File: src/hdl/look_disk_scheduler_core_assert.svh
// Assertion macros used by the look disk scheduler top level
`ifndef LOOK_DISK_SCHEDULER_CORE_ASSERT_SVH
`define LOOK_DISK_SCHEDULER_CORE_ASSERT_SVH
`ifndef SYNTHESIS
`define LDS_ASSERT_IMPL(label, clk, rstn, ante, cons) \
    label: assert property (@(posedge clk) disable iff (!rstn) (ante) |-> (cons)) \
        else $error("assertion failed");
`define LDS_ASSERT_NEXT(label, clk, rstn, ante, cons) \
    label: assert property (@(posedge clk) disable iff (!rstn) (ante) |=> (cons)) \
        else $error("assertion failed");
`else
`define LDS_ASSERT_IMPL(label, clk, rstn, ante, cons)
`define LDS_ASSERT_NEXT(label, clk, rstn, ante, cons)
`endif
`endif

File: src/hdl/lds_pkg.sv
// Package with shared sizes and control types of the look disk scheduler
`timescale 1ns / 1ps
package lds_pkg;
    localparam int MaxRequests = 64;
    localparam int CylBits     = 16;
    localparam int IdxBits     = $clog2(MaxRequests);
    localparam int CntBits     = $clog2(MaxRequests + 1);
    localparam int SeekBits    = 22;
    localparam logic [SeekBits-1:0] SeekMax = {SeekBits{1'b1}};

    localparam logic [0:0] RegHead = 1'b0;
    localparam logic [0:0] RegDir  = 1'b1;

    // Controller to datapath commands
    typedef struct packed {
        logic                store;     // write incoming cylinder
        logic [IdxBits-1:0]  store_idx;
        logic                rd_en;     // read store entry
        logic [IdxBits-1:0]  rd_idx;
        logic                pass_start; // clear selection for new pass
        logic                pass_cmp;  // compare read data with candidate
        logic                pass_upper; // pass selects among >= head
        logic                pass_asc;  // pick smallest (else largest)
        logic                emit_load; // load output register with candidate
        logic                emit_last;
        logic                emit_ovf;
        logic                cand_clear; // reset seek origin to head
    } lds_cmd_t;

    // Datapath to controller status
    typedef struct packed {
        logic                found;
        logic [IdxBits-1:0]  found_idx;
    } lds_stat_t;
endpackage

File: src/hdl/lds_datapath.sv
// Datapath: request memory, selection compare, seek accumulate, output register
`timescale 1ns / 1ps
module lds_datapath
    import lds_pkg::*;
(
    input  logic                aclk,
    input  logic                aresetn,
    input  logic [CylBits-1:0]  in_cyl,
    input  logic [CylBits-1:0]  head,
    input  logic [MaxRequests-1:0] used,
    input  lds_cmd_t            cmd,
    output lds_stat_t           stat,
    output logic                out_valid,
    input  logic                out_ready,
    output logic [CylBits-1:0]  out_cyl,
    output logic [SeekBits-1:0] out_seek,
    output logic                out_ovf,
    output logic                out_last
);
    logic [CylBits-1:0] mem [MaxRequests];
    logic [CylBits-1:0] rd_data_reg;
    logic [IdxBits-1:0] rd_idx_reg;
    logic               rd_vld_reg;
    logic               found_reg;
    logic [IdxBits-1:0] found_idx_reg;
    logic [CylBits-1:0] best_reg;
    logic [CylBits-1:0] cur_reg;
    logic [SeekBits-1:0] seek_reg;
    logic               out_valid_reg;
    logic [CylBits-1:0] diff;
    logic [SeekBits:0]  sum;
    logic               in_group, better;

    // Write and registered read of the request memory
    always_ff @(posedge aclk) begin
        if (cmd.store) mem[cmd.store_idx] <= in_cyl;
        rd_data_reg <= mem[cmd.rd_idx];
        rd_idx_reg  <= cmd.rd_idx;
    end

    always_ff @(posedge aclk) begin
        if (!aresetn) rd_vld_reg <= 1'b0;
        else rd_vld_reg <= cmd.rd_en;
    end

    // Candidate test on the entry read last cycle
    always_comb begin
        in_group = cmd.pass_upper ? (rd_data_reg >= head) : (rd_data_reg < head);
        better   = !found_reg ||
                   (cmd.pass_asc ? (rd_data_reg < best_reg) : (rd_data_reg > best_reg));
    end

    // Hold the best candidate of the current pass
    always_ff @(posedge aclk) begin
        if (!aresetn) begin
            found_reg <= 1'b0;
        end else if (cmd.pass_start) begin
            found_reg <= 1'b0;
        end else if (cmd.pass_cmp && rd_vld_reg && !used[rd_idx_reg] && in_group && better) begin
            found_reg     <= 1'b1;
            found_idx_reg <= rd_idx_reg;
            best_reg      <= rd_data_reg;
        end
    end

    // Seek distance from the current head
    assign diff = (best_reg > cur_reg) ? (best_reg - cur_reg) : (cur_reg - best_reg);
    assign sum  = {1'b0, seek_reg} + {{(SeekBits + 1 - CylBits){1'b0}}, diff};

    // Output register; track head and seek across the batch
    always_ff @(posedge aclk) begin
        if (!aresetn) begin
            out_valid_reg <= 1'b0;
            seek_reg      <= '0;
        end else begin
            if (out_valid_reg && out_ready) out_valid_reg <= 1'b0;
            if (cmd.pass_start && !cmd.pass_cmp && cmd.store) begin
                seek_reg <= '0;
            end
            if (cmd.emit_load) begin
                out_valid_reg <= 1'b1;
                out_cyl       <= best_reg;
                out_seek      <= sum[SeekBits] ? SeekMax : sum[SeekBits-1:0];
                out_ovf       <= cmd.emit_ovf;
                out_last      <= cmd.emit_last;
                seek_reg      <= cmd.emit_last ? '0 :
                                 (sum[SeekBits] ? SeekMax : sum[SeekBits-1:0]);
                cur_reg       <= cmd.emit_last ? head : best_reg;
            end else if (cmd.cand_clear) begin
                cur_reg <= head;
            end
        end
    end

    assign out_valid      = out_valid_reg;
    assign stat.found     = found_reg;
    assign stat.found_idx = found_idx_reg;
endmodule

File: src/hdl/lds_controller.sv
// Controller: loads the batch, then runs selection passes over the store
`timescale 1ns / 1ps
module lds_controller
    import lds_pkg::*;
(
    input  logic                aclk,
    input  logic                aresetn,
    input  logic                in_valid,
    output logic                in_ready,
    input  logic                in_last,
    input  logic                dir_up,
    input  logic                out_valid,
    input  logic                out_ready,
    input  lds_stat_t           stat,
    output lds_cmd_t            cmd,
    output logic [MaxRequests-1:0] used
);
    typedef enum logic [2:0] {ST_LOAD, ST_START, ST_SCAN, ST_DRAIN, ST_EMIT, ST_WAIT}
        state_t;

    state_t              state_reg;
    logic [CntBits-1:0]  count_reg;
    logic [CntBits-1:0]  scan_reg;
    logic [CntBits-1:0]  emitted_reg;
    logic                dropped_reg;
    logic                group_reg;   // 0 first group, 1 second group
    logic [MaxRequests-1:0] used_reg;
    logic                acc;
    logic                upper;

    assign acc      = in_valid && in_ready;
    assign in_ready = (state_reg == ST_LOAD);
    assign upper    = dir_up ^ group_reg;
    assign used     = used_reg;

    // Command decode; load the output register only when it is free or draining
    always_comb begin
        cmd            = '0;
        cmd.store      = acc && (count_reg < CntBits'(MaxRequests));
        cmd.store_idx  = count_reg[IdxBits-1:0];
        cmd.rd_en      = (state_reg == ST_SCAN);
        cmd.rd_idx     = scan_reg[IdxBits-1:0];
        cmd.pass_start = (state_reg == ST_START);
        cmd.pass_cmp   = (state_reg == ST_SCAN) || (state_reg == ST_DRAIN);
        cmd.pass_upper = upper;
        cmd.pass_asc   = upper;
        cmd.emit_load  = (state_reg == ST_EMIT) && stat.found && (!out_valid || out_ready);
        cmd.emit_last  = (emitted_reg + 1'b1 == count_reg);
        cmd.emit_ovf   = dropped_reg;
        cmd.cand_clear = (state_reg == ST_LOAD) && acc && in_last;
    end

    // State, counters and used marks
    always_ff @(posedge aclk) begin
        if (!aresetn) begin
            state_reg   <= ST_LOAD;
            count_reg   <= '0;
            scan_reg    <= '0;
            emitted_reg <= '0;
            dropped_reg <= 1'b0;
            group_reg   <= 1'b0;
            used_reg    <= '0;
        end else begin
            unique case (state_reg)
                ST_LOAD: begin
                    if (acc) begin
                        if (count_reg < CntBits'(MaxRequests)) count_reg <= count_reg + 1'b1;
                        else dropped_reg <= 1'b1;
                        if (in_last) begin
                            state_reg   <= ST_START;
                            group_reg   <= 1'b0;
                            emitted_reg <= '0;
                            used_reg    <= '0;
                        end
                    end
                end
                ST_START: begin
                    scan_reg  <= '0;
                    state_reg <= ST_SCAN;
                end
                ST_SCAN: begin
                    if (scan_reg + 1'b1 == count_reg) state_reg <= ST_DRAIN;
                    scan_reg <= scan_reg + 1'b1;
                end
                ST_DRAIN: state_reg <= ST_EMIT;
                ST_EMIT: begin
                    if (!stat.found) begin
                        group_reg <= 1'b1;
                        state_reg <= ST_START;
                    end else if (!out_valid || out_ready) begin
                        used_reg[stat.found_idx] <= 1'b1;
                        emitted_reg <= emitted_reg + 1'b1;
                        if (cmd.emit_last) begin
                            count_reg   <= '0;
                            dropped_reg <= 1'b0;
                            state_reg   <= ST_WAIT;
                        end else begin
                            state_reg <= ST_START;
                        end
                    end else begin
                        state_reg <= ST_EMIT;
                    end
                end
                ST_WAIT: if (!out_valid || out_ready) state_reg <= ST_LOAD;
                default: state_reg <= ST_LOAD;
            endcase
        end
    end
endmodule

File: src/hdl/look_disk_scheduler_core.sv
// Top level of the LOOK disk scheduler: config registers and stream ports
`timescale 1ns / 1ps
`include "look_disk_scheduler_core_assert.svh"
// Requests load at one transaction per cycle, while the core is in its load
// state, into a 64-entry memory. The transaction marked last starts the
// schedule: for each result the controller sweeps the stored requests through
// the memory read port, one per cycle, selecting the next unserved cylinder;
// each result passes through start, n reads, drain and emit for a batch of n
// requests. When the first group runs out before the second, one extra pass
// finds it empty; after the last result the controller waits until the output
// register is free and then returns to loading. Requests beyond 64 are
// dropped and flagged in every result.
module look_disk_scheduler_core
    import lds_pkg::*;
(
    input  logic        aclk,
    input  logic        aresetn,
    input  logic        cfg_we,
    input  logic [0:0]  cfg_index,
    input  logic [15:0] cfg_wdata,
    input  logic        s_tvalid,
    output logic        s_tready,
    input  logic [15:0] s_tdata,   // cylinder[15:0]
    input  logic        s_tlast,   // last_request
    output logic        m_tvalid,
    input  logic        m_tready,
    output logic [39:0] m_tdata,   // served_cylinder[15:0], seek_so_far[37:16], pad
    output logic        m_tuser,   // overflow
    output logic        m_tlast    // last_result
);
    logic [CylBits-1:0]  head_reg;
    logic                dir_reg;
    lds_cmd_t            cmd;
    lds_stat_t           stat;
    logic [MaxRequests-1:0] used;
    logic [CylBits-1:0]  o_cyl;
    logic [SeekBits-1:0] o_seek;

    // Configuration registers
    always_ff @(posedge aclk) begin
        if (!aresetn) begin
            head_reg <= '0;
            dir_reg  <= 1'b1;
        end else if (cfg_we) begin
            unique case (cfg_index)
                RegHead: head_reg <= cfg_wdata;
                RegDir:  dir_reg  <= cfg_wdata[0];
                default: ;
            endcase
        end
    end

    lds_controller u_ctrl (
        .aclk, .aresetn,
        .in_valid(s_tvalid), .in_ready(s_tready), .in_last(s_tlast),
        .dir_up(dir_reg), .out_valid(m_tvalid), .out_ready(m_tready),
        .stat, .cmd, .used
    );

    lds_datapath u_dp (
        .aclk, .aresetn, .in_cyl(s_tdata), .head(head_reg), .used, .cmd, .stat,
        .out_valid(m_tvalid), .out_ready(m_tready), .out_cyl(o_cyl),
        .out_seek(o_seek), .out_ovf(m_tuser), .out_last(m_tlast)
    );

    assign m_tdata = {2'b00, o_seek, o_cyl};

    `LDS_ASSERT_IMPL(a_no_load_while_out, aclk, aresetn, m_tvalid, !s_tready)
    `LDS_ASSERT_NEXT(a_emit_valid, aclk, aresetn, cmd.emit_load, m_tvalid)
    `LDS_ASSERT_IMPL(a_emit_found, aclk, aresetn, cmd.emit_load, stat.found)
endmodule

File: config.mk
export PLATFORM = sky130hd
export DESIGN_NAME = look_disk_scheduler_core
export DESIGN_NICKNAME = d
export VERILOG_FILES = /design/src/hdl/lds_pkg.sv /design/src/hdl/lds_datapath.sv /design/src/hdl/lds_controller.sv /design/src/hdl/look_disk_scheduler_core.sv
export VERILOG_INCLUDE_DIRS = /design/src /design/src/hdl
export SDC_FILE = /design/constraint.sdc
export NUM_CORES = 1
export LEC_CHECK = 0
export ABC_CLOCK_PERIOD_IN_PS = 6900
export BUFFER_PORTS_ARGS = -buffer_cell sky130_fd_sc_hd__buf_2
export CAP_MARGIN = 20
export CORE_MARGIN = 2
export CORE_UTILIZATION = 45
export CTS_BUF_LIST = sky130_fd_sc_hd__clkbuf_4 sky130_fd_sc_hd__clkbuf_8
export DETAILED_ROUTE_END_ITERATION = 12
export GPL_TIMING_DRIVEN = 0
export PLACE_DENSITY_LB_ADDON = 0.08
export REMOVE_ABC_BUFFERS = 1
export SLEW_MARGIN = 20
export SYNTH_ARGS = -nofsm -noshare
export SYNTH_HDL_FRONTEND = slang
export SYNTH_HIERARCHICAL = 1
export SYNTH_SLANG_ARGS = --single-unit
File: constraint.sdc
create_clock -name aclk -period 6.9 [get_ports aclk]
set_input_delay 0.345 -clock aclk [delete_from_list [all_inputs] [get_ports aclk]]
set_output_delay 0.345 -clock aclk [all_outputs]
set_load 0.01 [all_outputs]
==> summary.md <==
| Metric | Value |
|---|---|
| Outcome | complete, no violations |
| Nets | 3195 |
| Mapped Area | 51500 sq um |
| Seq pwr share | ~53% |
| Share of the synthesized area in the top cell type | 64.2% |
| 1st-pass router iterations | 5 |
| Register area share after synthesis | 70.2% |
| Synth Area in Adders | 2.13% |
| Setup WS pre-CTS | 932 ps |
| FF-to-FF path depth | 17 |
| FFs w/ async S/R, synth | 0% |
| Largest family of logic cells by synthesized area | multiplexers |
| Dpl cell area | 54400 sq um |
| Initial Util | a little under half |
| First-pass GRT wire length | 184000 microns |
| Leak Pwr | between 15 and 20 nW |
| WS Path Type | reg -> reg |
| PD cells | 270 nW/um^2 |
| Root buf cell | clkbuf_8 |
| NetSw | 3.61 mW |
| Synthesized instance count | 2868 |
| Worst hold margin | roughly 9.6 ps |
| CP required | approximately 7500 ps |
| Worst skew pair latency | 880 ps |
| Overflow after GRT | 0 |
| Max transition margin | 11.1% |
| CTS tree | built |
| Die span in y | ~340 microns |
| Post-Synth XOR/XNOR Area | 0.867% |
| Post-synth cell types | 80 |
| Crit path largest cell delay | 910 ps |
| Crit-path cells | inv_1 -> ha_1 -> o211ai_1 -> o21a_1 -> a21oi_1 -> a22o_1 -> mux2_2 -> a21oi_1 -> xnor2_1 -> ha_1 -> inv_1 -> o21ai_0 -> a31oi_1 -> o41ai_1 -> nand3_1 -> a211oi_1 -> a21oi_1 |
| Wire length per cell | 26.1 microns |
| VDD IR max | 0.240 mV |
| Max reg flops | 1024 |
| TritonCTS buffer count | 204 |
| Reg clk slew, reported paths | 60 ps |
| Max Freq | 0.166 GHz |
| Area share of and/or/nand/nor cells after synthesis | 4.16% |
| Vias in the first global route | 28200 |
| Final wirelength | between 100000 and 150000 microns |
| Clock Skews | ~40 ps |
| Clk buf depth | 3 |
| Worst Hold Depth | 1 |
| Clock sink count | about 1300 |
| GPL Wtd Cong | 0.854 |
| Worst-path maximum fanout | 25 |
| Setup ws final | between 800 and 900 ps |
| Fin. max-slew vios | 0 |
| Post-synth EDFFs | 1102 |
| Worst Tran Pin Value | between 1000 and 1500 ps |
| H-tree depth | 4 |
| Die area | ~120000 sq um |
| Row count | 124 |
| CP Capture Type | register |
| RSZ-0062 raised after global routing | false |
| Synthesis-to-layout area growth | 14.2% |
| Worst setup SP type | register |
| WP data arrival | around 6600 ps |
| HP Class | in -> reg |
| Most numerous cell on the critical path | a21oi_1 |
| Largest net degree at the start of global routing | 65 |
| Post-DR vias/cell | 5.72 |
| IO buf count | 80 |
| Via count | about 27000 |
| CP max stage cell | a22o_1 |
| Flops & latches, synth | 1256 |
| Multiplexer share of the synthesized area | 15.9% |
| Synth warnings | 6 |
| Int Power | 12.3 mW |
| Logic pwr share | 7.2% |
| Post-layout minimum cycle time | 6030 ps |
| Fin. Hold Viols | 0 |
| GRT Total Usage | 21.5% |
| Compound-Gate Fraction of Synth Area | 4.49% |
| Post-route cell area | 58800 sq um |
| Top cells by area, synth | edfxtp_1 64%, mux4_2 15%, dfxtp_1 6.0% |
| Final Power | 15.9 mW |
| CORE AREA | between 100000 and 150000 sq um |
| DRT antenna net count | 0 |
| Clock Power Share | a little under 40% |
| Post-CTS setup buffers | 0 |
| Max-cap violations | 0 |
| Fin crit share | ~87% |
| Detailed Route Iter0 Violations | 1990 |
| Top Ports | 83 |
| Final setup viols | 0 |
| Antenna violations before repair | 5 |
| Chip width | roughly 340 microns |
| Switching Share | a little under a quarter |
| Post-synth top flop | edfxtp_1 |
| DP Wirelength | 74100 microns |
| Syn_area_per_cell | 18.0 sq um |
| Post-synth top area cell | edfxtp_1 |
| DRC Markers | 0 |
| Fraction of layout cells with a size suffix above 1 | 27.6% |
==> power by group through the flow <==
stage               combinational (mW)  sequential (mW)  clock [mW]
floorplan                        0.771             8.63           0
global placement                  1.20             8.71           0
detailed placement                1.14             8.60           0
CTS                               1.16             8.44        6.48
global route                      1.24             8.44        6.79
finish                            1.15             8.44        6.30
==> routing by layer <==
| metal | wire length, microns | GRT usage, % | vias up |
|---|---|---|---|
| li1 | - | - | 11900 |
| met1 | 52100 | 28.5 | 14300 |
| met2 | 63000 | 36.4 | 798 |
| met3 | 6470 | 3.90 | 202 |
| met4 | 2590 | 6.31 | 2 |
| met5 | 10 | 0 | - |
==> cells in the mapped netlist (all sizes together), types with 6 or more instances <==
master  count
mux2i      41
a211oi     23
nor2      179
and2       17
ha         83
xnor2      28
nor2b      31
a31oi      13
inv        89
clkbuf     80
nand2     106
or3         8
o21a       17
o211ai      7
nor3       26
o22ai       8
dfxtp     154
a21oi     159
and3       11
o21ai      73
mux4      343
o31ai       6
nor3b       7
nand3      28
xor2       23
nand4      13
a21o       28
buf        83
edfxtp   1102
==> worst max-delay path: cells and delay by family (launching register included) <==
kind / cells / cell delay, ps
adders and majority gates: 2 / 850
and+or+nand+nor: 1 / 270
AOI/OAI and AO/OA: 10 / 3450
DFF: 1 / 470
buffers and inverters: 2 / 200
muxes: 1 / 430
xor gates and xnor gates: 1 / 100
==> metrics by stage <==
step,std cells,util [%],TNS [ps]
5_1_grt,4744,51.6,0
2_1_floorplan,2706,-,-130070
3_3_place_gp,4298,46.5,-278850
6_report,4751,51.7,0
4_1_cts,4741,51.6,0
3_5_place_dp,4337,47.7,0
==> kinds of logic (layout without fill, tap and decap cells) <==
logic type	count (synthesis)	after routing
muxes	389	389
buffers and inverters	253	614
and+or+nand+nor	454	454
xor gates and xnor gates	51	51
DFF	1256	1256
adders and majority gates	86	86
AOI/OAI and AO/OA	378	378
other	1	11
==> area by class of cell <==
class,instances,area (sq um)
multi-input cells,1360,14700
flip-flops and latches,1256,36200
inverters,90,338
repair buffers,158,1670
clock buffers,305,3630
clock inverters,61,363
diodes,9,22.5
well taps,1512,1890
fillers,9292,55100
==> final timing paths <==
check,from,endpoint,slack [ps]
max reg2reg,u_dp/best_reg[13]$_DFFE_PP_,u_dp/out_seek[19]$_DFFE_PP_,870
min reg2reg,u_ctrl/dropped_reg$_SDFFE_PN0P_,u_dp/out_ovf$_DFFE_PP_,440
max,u_dp/best_reg[13]$_DFFE_PP_,u_dp/out_seek[19]$_DFFE_PP_,870
min,s_tdata[11],u_dp/mem[23][11]$_DFFE_PP_,10
==> repair_timing <==
item	CTS	global route
resized for setup	0	0
hold buffers	38	0
endpoints found under the hold margin	28	0
==> cell usage in the layout, fill, tap and decap left out, types with 30 or more instances in the layout <==
cell           Yosys  final
nand2_1          106    106
nor2_1           179    116
clkinv_1           1     39
edfxtp_1        1102   1102
clkbuf_8           0    215
mux4_2           343    343
clkbuf_4           0     90
o21ai_0           70     69
ha_1              83     83
mux2i_1           41     41
dfxtp_1          154    147
a21oi_1          159    158
nor2b_1           30     30
nor2_4             0     60
dlygate4sd3_1      0     38
buf_2             37     65
inv_1             89     89
No activity file was read; power rests on OpenSTA's default activity.
